==> config.mk <==
export PLATFORM = sky130hd
export DESIGN_NAME = base64_encoder_flat
export DESIGN_NICKNAME = d
export VERILOG_FILES = /design/src/rtl/b64enc_pkg.sv /design/src/rtl/b64enc_ifs.sv /design/src/rtl/b64enc_queue.sv /design/src/rtl/b64enc_front.sv /design/src/rtl/b64enc_back.sv /design/src/rtl/base64_encoder.sv /design/src/flat_wrapper.sv
export SDC_FILE = /design/constraint.sdc
export NUM_CORES = 1
export LEC_CHECK = 0
export BUFFER_PORTS_ARGS = -buffer_cell sky130_fd_sc_hd__buf_2
export CORE_AREA = 2 2 129 100
export CTS_CLUSTER_DIAMETER = 100
export CTS_CLUSTER_SIZE = 8
export DETAILED_ROUTE_END_ITERATION = 12
export DIE_AREA = 0 0 131 102
export GPL_ROUTABILITY_DRIVEN = 1
export PLACE_DENSITY = 0.68
export SYNTH_ARGS = -nofsm -noshare
export SYNTH_HDL_FRONTEND = slang
export SYNTH_HIERARCHICAL = 1
export SYNTH_SLANG_ARGS = --single-unit
==> constraint.sdc <==
create_clock -name clk -period 5.95 [get_ports clk]
set_input_delay 1.785 -clock clk [delete_from_list [all_inputs] [get_ports clk]]
set_output_delay 1.785 -clock clk [all_outputs]
set_load 0.05 [all_outputs]
==> src/rtl/b64enc_pkg.sv <==
// b64enc_pkg: shared types, constants and the character lookup of the Base64 encoder.
// No dependencies. Used by every file under rtl/ except b64enc_ifs.
package b64enc_pkg;

  localparam logic [7:0] CharUpperA = 8'h41;  // 'A'
  localparam logic [7:0] CharLowerA = 8'h61;  // 'a'
  localparam logic [7:0] CharDigit0 = 8'h30;  // '0'
  localparam logic [7:0] CharPlus   = 8'h2B;  // '+'
  localparam logic [7:0] CharSlash  = 8'h2F;  // '/'
  localparam logic [7:0] PadChar    = 8'h3D;  // '='

  localparam int QueueDepth = 2;
  localparam int QueuePtrW  = (QueueDepth > 1) ? $clog2(QueueDepth) : 1;
  localparam int QueueCntW  = $clog2(QueueDepth + 1);

  // Pending byte count in the front end.
  localparam logic [1:0] CountNone = 2'd0;
  localparam logic [1:0] CountOne  = 2'd1;
  localparam logic [1:0] CountTwo  = 2'd2;

  // Position of a character inside its four-character group.
  localparam logic [1:0] CharFirst  = 2'd0;
  localparam logic [1:0] CharSecond = 2'd1;
  localparam logic [1:0] CharThird  = 2'd2;
  localparam logic [1:0] CharFourth = 2'd3;

  // One closed group handed from front to back.
  typedef struct packed {
    logic [23:0] bits;     // first byte in 23:16
    logic [1:0]  nbytes;   // 1..3 real bytes
    logic        last;     // group ends the message
  } group_t;

  // Queue status seen by the front end.
  typedef struct packed {
    logic push;
    logic full;
  } push_ctl_t;

  // Queue status seen by the back end.
  typedef struct packed {
    logic pop;
    logic valid;
  } pop_ctl_t;

  // Six-bit value to its character of the standard alphabet.
  function automatic logic [7:0] b64_char(input logic [5:0] six);
    logic [7:0] wide;
    wide = {2'b00, six};
    case (six) inside
      [6'd0:6'd25]:  return 8'(CharUpperA + wide);
      [6'd26:6'd51]: return 8'(CharLowerA + wide - 8'd26);
      [6'd52:6'd61]: return 8'(CharDigit0 + wide - 8'd52);
      6'd62:         return CharPlus;
      default:       return CharSlash;
    endcase
  endfunction

endpackage

==> src/rtl/b64enc_ifs.sv <==
// b64enc_ifs: valid/ready channel interfaces for raw bytes and encoded characters.
// No dependencies.
interface b64enc_byte_if;
  logic       valid;
  logic       ready;
  logic [7:0] data_byte;
  logic       end_of_message;

  modport source (output valid, output data_byte, output end_of_message, input ready);
  modport sink   (input valid, input data_byte, input end_of_message, output ready);
endinterface

interface b64enc_char_if;
  logic       valid;
  logic       ready;
  logic [7:0] code_char;
  logic       last_char;

  modport source (output valid, output code_char, output last_char, input ready);
  modport sink   (input valid, input code_char, input last_char, output ready);
endinterface

==> src/rtl/b64enc_queue.sv <==
// b64enc_queue: short FIFO of closed byte groups between front and back.
// Depends on b64enc_pkg.
module b64enc_queue
  import b64enc_pkg::*;
(
  input  logic      clk,
  input  logic      rst,
  input  group_t    push_group,
  input  logic      push,
  output logic      full,
  input  logic      pop,
  output logic      valid,
  output group_t    pop_group
);

  group_t                store [QueueDepth];
  logic [QueuePtrW-1:0]  wr_ptr;
  logic [QueuePtrW-1:0]  rd_ptr;
  logic [QueueCntW-1:0]  count;

  logic do_push;
  logic do_pop;

  assign full      = (count == QueueCntW'(QueueDepth));
  assign valid     = (count != '0);
  assign do_push   = push && !full;
  assign do_pop    = pop && valid;
  assign pop_group = store[rd_ptr];

  always_ff @(posedge clk) begin
    if (do_push) begin
      store[wr_ptr] <= push_group;
    end
  end

  always_ff @(posedge clk) begin
    if (rst) begin
      wr_ptr <= '0;
      rd_ptr <= '0;
      count  <= '0;
    end else begin
      if (do_push) begin
        wr_ptr <= (wr_ptr == QueuePtrW'(QueueDepth - 1)) ? '0 : wr_ptr + 1'b1;
      end
      if (do_pop) begin
        rd_ptr <= (rd_ptr == QueuePtrW'(QueueDepth - 1)) ? '0 : rd_ptr + 1'b1;
      end
      if (do_push && !do_pop) begin
        count <= count + 1'b1;
      end else if (do_pop && !do_push) begin
        count <= count - 1'b1;
      end
    end
  end

  a_no_overflow: assert property (@(posedge clk) disable iff (rst)
    !(push && full)) else $error("group pushed into full queue");
  a_no_underflow: assert property (@(posedge clk) disable iff (rst)
    !(pop && !valid)) else $error("group popped from empty queue");

endmodule

==> src/rtl/b64enc_front.sv <==
// b64enc_front: takes raw bytes, holds up to two pending bytes, closes groups.
// Depends on b64enc_pkg and b64enc_ifs.
module b64enc_front
  import b64enc_pkg::*;
(
  input  logic       clk,
  input  logic       rst,
  b64enc_byte_if.sink raw,
  input  push_ctl_t  q_ctl_in,   // only .full is used
  output logic       push,
  output group_t     push_group
);

  logic [15:0] pending_bytes;
  logic [1:0]  pending_count;
  logic [15:0] pending_bytes_next;
  logic [1:0]  pending_count_next;
  logic        accept;

  assign raw.ready = !q_ctl_in.full;
  assign accept    = raw.valid && raw.ready;

  always_comb begin
    pending_bytes_next = pending_bytes;
    pending_count_next = pending_count;
    push               = 1'b0;
    push_group.bits    = {raw.data_byte, 16'h0000};
    push_group.nbytes  = 2'd1;
    push_group.last    = raw.end_of_message;
    case (pending_count)
      CountOne: begin
        push_group.bits   = {pending_bytes[15:8], raw.data_byte, 8'h00};
        push_group.nbytes = 2'd2;
        if (accept) begin
          if (raw.end_of_message) begin
            push               = 1'b1;
            pending_bytes_next = '0;
            pending_count_next = CountNone;
          end else begin
            pending_bytes_next = {pending_bytes[15:8], raw.data_byte};
            pending_count_next = CountTwo;
          end
        end
      end
      CountTwo: begin
        push_group.bits   = {pending_bytes, raw.data_byte};
        push_group.nbytes = 2'd3;
        if (accept) begin
          push               = 1'b1;
          pending_bytes_next = '0;
          pending_count_next = CountNone;
        end
      end
      default: begin  // no pending bytes
        if (accept) begin
          if (raw.end_of_message) begin
            push               = 1'b1;
            pending_bytes_next = '0;
            pending_count_next = CountNone;
          end else begin
            pending_bytes_next = {raw.data_byte, 8'h00};
            pending_count_next = CountOne;
          end
        end
      end
    endcase
  end

  always_ff @(posedge clk) begin
    if (rst) begin
      pending_bytes <= '0;
      pending_count <= CountNone;
    end else begin
      pending_bytes <= pending_bytes_next;
      pending_count <= pending_count_next;
    end
  end

  a_eom_clears: assert property (@(posedge clk) disable iff (rst)
    (accept && raw.end_of_message) |=> (pending_count == CountNone))
    else $error("pending bytes left after end of message");
  a_push_closes: assert property (@(posedge clk) disable iff (rst)
    push |-> (raw.end_of_message || push_group.nbytes == 2'd3))
    else $error("open group pushed");

endmodule

==> src/rtl/b64enc_back.sv <==
// b64enc_back: turns one queued group into four characters, one per cycle while chars.ready allows.
// Depends on b64enc_pkg and b64enc_ifs.
module b64enc_back
  import b64enc_pkg::*;
(
  input  logic        clk,
  input  logic        rst,
  input  pop_ctl_t    q_ctl_in,   // only .valid is used
  input  group_t      pop_group,
  output logic        pop,
  b64enc_char_if.source chars
);

  group_t      cur;
  logic        busy;
  logic [1:0]  idx;
  logic        out_valid;
  logic [7:0]  out_char;
  logic        out_last;

  logic        adv;
  logic        emit;
  logic        done;
  logic [5:0]  six;
  logic        pad;
  logic [7:0]  char_next;

  assign adv  = !out_valid || chars.ready;
  assign emit = adv && busy;
  assign done = emit && (idx == CharFourth);
  assign pop  = q_ctl_in.valid && (!busy || done);

  always_comb begin
    case (idx)
      CharFirst:  six = cur.bits[23:18];
      CharSecond: six = cur.bits[17:12];
      CharThird:  six = cur.bits[11:6];
      default:    six = cur.bits[5:0];
    endcase
    pad = ((idx == CharThird) && (cur.nbytes < 2'd2)) ||
          ((idx == CharFourth) && (cur.nbytes < 2'd3));
    char_next = pad ? PadChar : b64_char(six);
  end

  always_ff @(posedge clk) begin
    if (pop) begin
      cur <= pop_group;
    end
    if (emit) begin
      out_char <= char_next;
      out_last <= cur.last && (idx == CharFourth);
    end
  end

  always_ff @(posedge clk) begin
    if (rst) begin
      busy      <= 1'b0;
      idx       <= CharFirst;
      out_valid <= 1'b0;
    end else begin
      if (pop) begin
        busy <= 1'b1;
        idx  <= CharFirst;
      end else if (done) begin
        busy <= 1'b0;
      end else if (emit) begin
        idx <= idx + 1'b1;
      end
      if (adv) begin
        out_valid <= busy;
      end
    end
  end

  assign chars.valid     = out_valid;
  assign chars.code_char = out_char;
  assign chars.last_char = out_last;

  a_load_starts: assert property (@(posedge clk) disable iff (rst)
    pop |=> (busy && idx == CharFirst))
    else $error("group load did not restart character count");
  a_last_at_end: assert property (@(posedge clk) disable iff (rst)
    (emit && cur.last && idx == CharFourth) |=> (out_valid && out_last))
    else $error("final character not flagged");

endmodule

==> src/rtl/base64_encoder.sv <==
// base64_encoder: top level of the streaming Base64 (standard alphabet) encoder.
// Depends on b64enc_pkg, b64enc_ifs, b64enc_front, b64enc_queue, b64enc_back.
//
//   channel | dir | payload                         | word
//   --------+-----+---------------------------------+--------------------------
//   raw     | in  | data_byte[7:0], end_of_message  | one message byte
//   encoded | out | code_char[7:0], last_char       | one ASCII character or '='
//
// Rate: the back end emits one character per cycle while encoded.ready allows,
//   four per group, also for a group closed early by end_of_message.
// Path: a byte that closes a group is written into the group queue, loaded
//   into the back end's group register, then its first character is registered.
// Reset: rst synchronous, active high; clears pending bytes, queue and output.
// Stalls: a 2-deep group queue parts front and back; raw.ready drops only
//   when that queue is full. encoded.ready low holds the output register.
module base64_encoder
  import b64enc_pkg::*;
(
  input  logic            clk,
  input  logic            rst,
  b64enc_byte_if.sink     raw,
  b64enc_char_if.source   encoded
);

  // Front end -> queue
  group_t    push_group;
  logic      push;
  push_ctl_t push_ctl;

  // Queue -> back end
  group_t    pop_group;
  logic      pop;
  pop_ctl_t  pop_ctl;

  // Front end: collects bytes and closes groups of one to three bytes.
  b64enc_front u_front (
    .clk        (clk),
    .rst        (rst),
    .raw        (raw),
    .q_ctl_in   (push_ctl),
    .push       (push),
    .push_group (push_group)
  );

  assign push_ctl.push = push;
  assign pop_ctl.pop   = pop;

  // Group queue: lets byte intake run ahead while characters drain.
  b64enc_queue u_queue (
    .clk        (clk),
    .rst        (rst),
    .push_group (push_group),
    .push       (push_ctl.push),
    .full       (push_ctl.full),
    .pop        (pop_ctl.pop),
    .valid      (pop_ctl.valid),
    .pop_group  (pop_group)
  );

  // Back end: maps each group to four characters with padding.
  b64enc_back u_back (
    .clk        (clk),
    .rst        (rst),
    .q_ctl_in   (pop_ctl),
    .pop_group  (pop_group),
    .pop        (pop),
    .chars      (encoded)
  );

endmodule

==> src/flat_wrapper.sv <==
// flat-port wrapper written by rule: the top's interface ports become plain ports
module base64_encoder_flat import b64enc_pkg::*;
  (clk, rst, raw_valid, raw_data_byte, raw_end_of_message, raw_ready, encoded_valid, encoded_code_char, encoded_last_char, encoded_ready);
  b64enc_byte_if raw_i ();
  b64enc_char_if encoded_i ();
  input  logic clk;
  input  logic rst;
  input wire logic [$bits(raw_i.valid)-1:0] raw_valid;
  input wire logic [$bits(raw_i.data_byte)-1:0] raw_data_byte;
  input wire logic [$bits(raw_i.end_of_message)-1:0] raw_end_of_message;
  output wire logic [$bits(raw_i.ready)-1:0] raw_ready;
  output wire logic [$bits(encoded_i.valid)-1:0] encoded_valid;
  output wire logic [$bits(encoded_i.code_char)-1:0] encoded_code_char;
  output wire logic [$bits(encoded_i.last_char)-1:0] encoded_last_char;
  input wire logic [$bits(encoded_i.ready)-1:0] encoded_ready;
  assign raw_i.valid = raw_valid;
  assign raw_i.data_byte = raw_data_byte;
  assign raw_i.end_of_message = raw_end_of_message;
  assign raw_ready = raw_i.ready;
  assign encoded_valid = encoded_i.valid;
  assign encoded_code_char = encoded_i.code_char;
  assign encoded_last_char = encoded_i.last_char;
  assign encoded_i.ready = encoded_ready;
  base64_encoder u_core (.clk(clk), .rst(rst), .raw(raw_i), .encoded(encoded_i));
endmodule
==> results.yml, run 1 <==
cts:
  cts_resized: 0
  cts.sink_count: 117
  cts.reportedPaths.clkPinSlew_ns: 0.05
  max-clock-path-buffers: 2
  clock_latency_ns: 0.41
  tritoncts: "done"
  cts_buffers: 17
  cts.hold.buffers_added: 0
  buffer_cell_driving_the_clock_tree_root: "clkbuf_16"
  htree_levels: 4
  post_cts_buffers: 0
yosys:
  synthesis.yosys.warnings: 6
  synthArstFlopShare: 0
  yosys.cell_types.count: 58
  synth.net_count: 409
  synthesis.area_per_instance_um2: 13.3
  post_synth_instance_area_um2: 5100
  synth.yosys.seq_area_share: 0.636
  yosys_most_used_dff: "edfxtp_1"
  postSynthRegisterBits: 117
  synth_edf_count: 90
  synthCells: 383
finish:
  layout.nets: 436
  multiInputGateArea_um2: 1690
  drive_gt1_frac: 0.215
  area_growth_pct: 16.1
  fillers: 1025
  stdcell_count: 589
  post-route-util: 0.492
  antennaDiodeCount: 0
  register_area_um2: 3240
timing:
  finalHoldViolations: 0
  skew_ns: 0.0129
  setup_tns_ns: 0
  worst_slew_margin_rel: 0.182
  max_slew.worst_pin.slew_ns: 1.23
  final_period_minus_worst_setup_slack_ns: 3.66
  rsz0062_at_grt: "false"
  timing.final.setup_violations: 0
  layout_worst_path_cycle_share: 0.616
  fmax_ghz: 0.273
  drv_slew: 0
power:
  power_density_nw_per_um2: 543
  fin_total_pwr_uw: 3220
  ir_worst_vdd_mv: 0.245
  p_leak_uw: 0.00212
global_route:
  grt_overflow_total: 0
  grt_pass1_wl_um: 15300
  antenna_found_initial: 0
  grt_max_degree: 31
  global_route.usage.total: 0.156
  vias_in_the_first_global_route: 2935
detailed_routing:
  vias: 3076
  routed_via_density: 5.22
  postRouteWirelength_um: 9470
  initialDrtViolationCount: 262
  drtAntennaViolNets: 0
  post_drt_wl_per_cell_um: 16.1
  first_pass_iters: 5
  drcViolationCount: 0
floorplan:
  dieWidth_um: 131
  die-height_um: 102
  core.rowCount: 35
  ios: 24
  placeableCoreArea_um2: 12000
  initial_standard_cell_utilization_of_the_core: 0.424
  die-area_um2: 13400
min_path:
  hp-class: "flop to flop"
setup_path:
  worstPathArrival_ns: 3.81
  timing.critical_path.from_type: "flop"
  worstSetupPathType: "flop to flop"
  critPathRequiredTime_ns: 6.09
  critPathCaptureType: "flop"
  worstPathMaxFanout: 18
place:
  port_buffers: 23
  post-dp-hpwl_um: 6320
  place.detailed.instances: 557
  place_congestion: 0.836
flow_run:
  max_cap_viol_count: 0
status:
  run_status: "completed"
==> layout make-up <==
cell class,instances,share of cell area
Clock buffer,23,0.0773
Clock inverter,9,0.0218
Inverter,18,0.0116
Multi-Input combinational cell,232,0.286
Sequential cell,117,0.548
Tap cell,166,0.0351
Timing Repair Buffer,24,0.0207
==> logic make-up (layout without fill, tap and decap cells) <==
kind of cell | after synthesis | in the layout | share of synthesized area
buffers and inverters | 34 | 74 | 0.0331
other | 1 | 1 | 0.000735
DFF | 117 | 117 | 0.636
muxes | 36 | 36 | 0.0780
adders and majority gates | 13 | 13 | 0.0319
xor gates and xnor gates | 4 | 4 | 0.00687
AOI/OAI and AO/OA | 85 | 85 | 0.116
and+or+nand+nor | 93 | 93 | 0.0979
==> power by group <==
part / switching [uW] / internal (uW) / total, uW
sequential: 75.3 / 1130 / 1200
combinational: 659 / 349 / 1010
clock: 339 / 667 / 1010
total: 1070 / 2140 / 3220
==> cell usage in the layout, fill, tap and decap left out, types with 4 or more instances in the layout <==
cell type | synthesis | layout
or3_1 | 4 | 4
clkbuf_1 | 4 | 5
buf_2 | 5 | 23
a22oi_1 | 10 | 10
o21ai_1 | 10 | 10
edfxtp_1 | 90 | 90
ha_1 | 13 | 13
inv_1 | 14 | 14
nor2_1 | 20 | 20
nor3_1 | 4 | 4
mux2i_1 | 6 | 6
mux2_2 | 28 | 28
o21ai_0 | 8 | 8
a22o_1 | 16 | 16
a222oi_1 | 4 | 4
and2_1 | 11 | 11
clkbuf_16 | 0 | 17
a21oi_1 | 16 | 16
nand2_1 | 27 | 27
dfxtp_1 | 27 | 27
==> metal layers <==
| metal | vias to the layer above | GRT usage | wire [um] |
|---|---|---|---|
| met5 | - | 0 | 0 |
| met4 | 0 | 0.0548 | 60 |
| met3 | 4 | 0.0613 | 510 |
| met2 | 89 | 0.220 | 4200 |
| met1 | 1479 | 0.219 | 4700 |
| li1 | 1504 | - | - |
==> critical path, stage by stage, from the launching register on <==
cell and delay (ns):
dfxtp_1 0.39, ha_1 0.63, mux2i_1 0.66, inv_1 0.24, ha_1 0.33, a2bb2oi_1 0.17
o211ai_1 0.17, nand4_1 0.13, o211ai_1 0.34, nand2_1 0.10, o31a_1 0.24
==> sequential cells by signal (all words and copies together) (netlist names), named ones only <==
name	count
u_core/u_queue/store	54
u_core/u_back/chars.code_char	8
u_core/u_front/pending_count	2
u_core/u_back/cur	27
u_core/u_queue/wr_ptr	1
u_core/u_back/idx	2
u_core/u_back/chars.last_char	1
u_core/u_queue/count	2
u_core/u_back/busy	1
u_core/u_back/chars.valid	1
u_core/u_front/pending_bytes	16
u_core/u_queue/rd_ptr	1
==> cell usage after synthesis, types with 3 or more instances <==
master     n  share of area
nand4_1    3         0.0037
nor2_1    20          0.015
dfxtp_1   27           0.11
and2b_2    3         0.0052
mux2i_1    6          0.012
and2_1    11          0.013
xor2_1     3         0.0052
nand2_1   27          0.020
a21oi_1   16          0.016
or3_1      4         0.0049
o21ai_0    8         0.0078
buf_4      5         0.0074
a22oi_1   10          0.015
nor3_1     4         0.0039
buf_2      5         0.0049
o211ai_1   3         0.0044
a222oi_1   4         0.0078
nand3_1    3         0.0029
edfxtp_1  90           0.53
a22o_1    16          0.027
mux2_2    28          0.062
clkbuf_1   4         0.0029
inv_1     14          0.010
nand2b_1   3         0.0037
ha_1      13          0.032
nor2b_1    3         0.0037
o21ai_1   10         0.0098
==> stage by stage <==
stage	setup WS, ns	area (um^2)	hold WS (ns)
2_1_floorplan	0.253	5100	0.426
3_3_place_gp	2.20	5340	0.450
3_5_place_dp	2.13	5340	0.455
4_1_cts	2.34	5920	0.462
5_1_grt	2.02	5920	0.478
6_report	2.29	5920	0.461
==> final timing paths <==
kind / start / end / slack (ns) / cells past startpoint
worst max-delay path: u_core/u_back/idx[0]$_SDFFE_PP0P_ / u_core/u_back/chars.code_char[2]$_SDFFCE_PP1P_ / 2.29 / 10
worst min-delay path: u_core/u_front/pending_bytes[1]$_SDFFE_PP0N_ / u_core/u_front/pending_bytes[1]$_SDFFE_PP0N_ / 0.46 / 2
worst max register to register: u_core/u_back/idx[0]$_SDFFE_PP0P_ / u_core/u_back/chars.code_char[2]$_SDFFCE_PP1P_ / 2.29 / 10
worst min register to register: u_core/u_front/pending_bytes[1]$_SDFFE_PP0N_ / u_core/u_front/pending_bytes[1]$_SDFFE_PP0N_ / 0.46 / 2
Note: power is estimated with default switching activity, not from simulation.
==> run 2: changes to the inputs <==
Settings changed: ABC_AREA set to 1, CORE_AREA 2 2 129 100 to 2 2 135 104, DIE_AREA 0 0 131 102 to 0 0 137 106, PLACE_DENSITY 0.68 to 0.66.
Clock period 5.95 ns to 3.66 ns, I/O delays scaled along.
==> run 2 against run 1 <==
Die area rose by 8.7%. Combinational power rose by 96%. Highest routed layer unchanged. Area after synthesis rose by 9.9%. Core utilization fell by 1.0 points. Global-route usage rose by 0.56 points.
==> results.yml, run 2 <==
finish:
  layout.nets: 576
  area_growth_pct: 14.5
  antennaDiodeCount: 0
  mostFrequentLayoutCell: "nand2_1"
  largest_register: "u_core/u_queue/store"
  largestRegisters: "u_core/u_queue/store x54, u_core/u_back/cur x27, u_core/u_front/pending_bytes x16"
  layout_common_cells: "111 x nand2_1, 90 x edfxtp_1, 68 x nor2_1, 39 x inv_1, 36 x nand3_1"
  largest_reg_flops: 54
  finish.instance_area_um2: 6420
  drive_gt1_frac: 0.258
cts:
  post_cts_buffers: 0
  clock_latency_ns: 0.41
  cts.hold.buffers_added: 0
  htree_levels: 4
  cts.reportedPaths.clkPinSlew_ns: 0.05
  cts_resized: 0
  cts_buffers: 17
  cts.sink_count: 117
  tritoncts: "done"
  max-clock-path-buffers: 2
  buffer_cell_driving_the_clock_tree_root: "clkbuf_16"
setup_path:
  timing.critical_path.from_type: "flop"
  worstPathMaxFanout: 7
  critPathCaptureType: "flop"
  worstPathArrival_ns: 2.70
  critPathRequiredTime_ns: 3.82
  timing.reg2reg.worst_path_depth: 15
  worstSetupPathType: "flop to flop"
floorplan:
  die-area_um2: 14500
  dieWidth_um: 137
  die-height_um: 106
  placeableCoreArea_um2: 13300
  core.rowCount: 37
  ios: 24
  initial_standard_cell_utilization_of_the_core: 0.421
yosys:
  synthesis.area_per_instance_um2: 10.9
  synthesis.yosys.warnings: 6
  post_synth_instance_area_um2: 5610
  synthDominantAreaCellType: "edfxtp_1"
  synthCells: 516
  yosys.cell_types.count: 36
  synthDominantCellAreaShare: 0.482
  postSynthRegisterBits: 117
  synth.yosys.seq_area_share: 0.578
  post_synth_main_area_contributors: "edfxtp_1 48%, dfxtp_1 9.6%, nand2_1 7.4%"
  yosys_most_used_dff: "edfxtp_1"
  synth_edf_count: 90
  yosysMostFrequentCell: "nand2_1"
  ys_top_cells_by_count: "111 x nand2_1, 90 x edfxtp_1, 71 x nor2_1"
  synth.net_count: 542
  synthArstFlopShare: 0
timing:
  postLayoutSetupSlackWorst_ns: 1.12
  timing.final.setup_violations: 0
  worst_slew_margin_rel: 0.644
  drv_slew: 0
  layout_worst_path_cycle_share: 0.695
  rsz0062_at_grt: "false"
  skew_ns: 0.0112
  holdWs_ns: 0.481
  finalHoldViolations: 0
  max_slew.worst_pin.slew_ns: 0.528
  final_period_minus_worst_setup_slack_ns: 2.54
  fmax_ghz: 0.393
  setup_tns_ns: 0
detailed_routing:
  drtAntennaViolNets: 0
  first_pass_iters: 5
  drcViolationCount: 0
  vias: 3533
  post_drt_wl_per_cell_um: 14.5
  postRouteWirelength_um: 10700
  initialDrtViolationCount: 194
  routed_via_density: 4.79
place:
  post-dp-hpwl_um: 7580
  port_buffers: 23
  place_congestion: 0.881
  place_ws_ns: 1.14
  dpl_cell_area_um2: 5850
global_route:
  grt_overflow_total: 0
  vias_in_the_first_global_route: 3560
  grt_max_degree: 31
  antenna_found_initial: 0
  global_route.usage.total: 0.161
  grt_pass1_wl_um: 17500
power:
  p_leak_uw: 0.00258
  ir_worst_vdd_mv: 0.474
  power_density_nw_per_um2: 865
status:
  run_status: "completed"
flow_run:
  max_cap_viol_count: 0
min_path:
  timing.hold.worst_path_depth: 2
  hp-class: "flop to flop"
[run 2: cell types whose count changed after synthesis, moves of 9 or more]
cell,delta
nand2_1,+84
nor2_1,+51
nand3_1,+33
inv_1,+25
mux2_2,-21
mux2_4,+20
a22o_1,-16
and2_1,-11
a22oi_1,-10
a21oi_2,+9
nand3_2,+9
o21ai_2,+9
[run 2: layer usage]
layer,share of wire,vias to the layer above,global-route usage
met5,0,-,0
met4,0.020,0,0.0722
met3,0.047,19,0.0467
met2,0.45,95,0.241
met1,0.49,1619,0.218
li1,-,1800,-
[run 2: metrics by stage]
step	cells	total power, uW	utilization
after floorplan	516	3600	-
after global placement	706	3950	0.438
after detailed placement	706	3990	0.438
after CTS	738	5590	0.482
after global routing	738	5920	0.482
final	738	5550	0.482
[run 2: kinds of logic (layout without fill, tap and decap cells)]
family	Yosys count	after routing	synth area share
AND/OR/NAND/NOR	244	244	0.195
adder cells (fa/ha/maj)	13	13	0.0290
flip-flops	117	117	0.578
XOR/XNOR	4	4	0.00625
other	1	1	0.000669
buffers and inverters	62	109	0.0593
multiplexers	27	27	0.0676
AO/OA/AOI/OAI	48	48	0.0638
[run 2: worst max-delay path, stage by stage, from the launching register on]
cell	delay, ns
dfxtp_1	0.38
inv_1	0.11
ha_1	0.30
nand2_1	0.10
nand2_1	0.06
o22ai_2	0.27
inv_1	0.18
ha_1	0.25
inv_1	0.10
nor2_1	0.05
nand3_1	0.07
nand2_1	0.08
inv_1	0.07
nand2_1	0.08
o21ai_1	0.14
nand2_1	0.06
[run 2: cell type report]
| type | count | area, um^2 |
|---|---|---|
| Sequential cell | 117 | 3240 |
| Timing Repair Buffer | 28 | 153 |
| Tap cell | 175 | 219 |
| Fill cell | 1199 | 6910 |
| Multi-Input combinational cell | 337 | 2040 |
| Clock inverter | 13 | 134 |
| Inverter | 49 | 191 |
| Clock buffer | 19 | 443 |
[run 2: where the power goes]
part / internal [uW] / switching (uW) / total (uW)
registers: 1880 / 108 / 1990
logic: 639 / 1340 / 1980
clock network: 1010 / 569 / 1580
[run 2: final timing paths]
check                                                                  start                                        endpoint  slack (ns)
worst max-delay path                       u_core/u_back/idx[0]$_SDFFE_PP0P_  u_core/u_back/chars.code_char[5]$_SDFFCE_PP1P_        1.12
worst min-delay path            u_core/u_front/pending_bytes[9]$_SDFFE_PP0P_    u_core/u_front/pending_bytes[9]$_SDFFE_PP0P_        0.48
worst max register to register             u_core/u_back/idx[0]$_SDFFE_PP0P_  u_core/u_back/chars.code_char[5]$_SDFFCE_PP1P_        1.12
worst min register to register  u_core/u_front/pending_bytes[9]$_SDFFE_PP0P_    u_core/u_front/pending_bytes[9]$_SDFFE_PP0P_        0.48
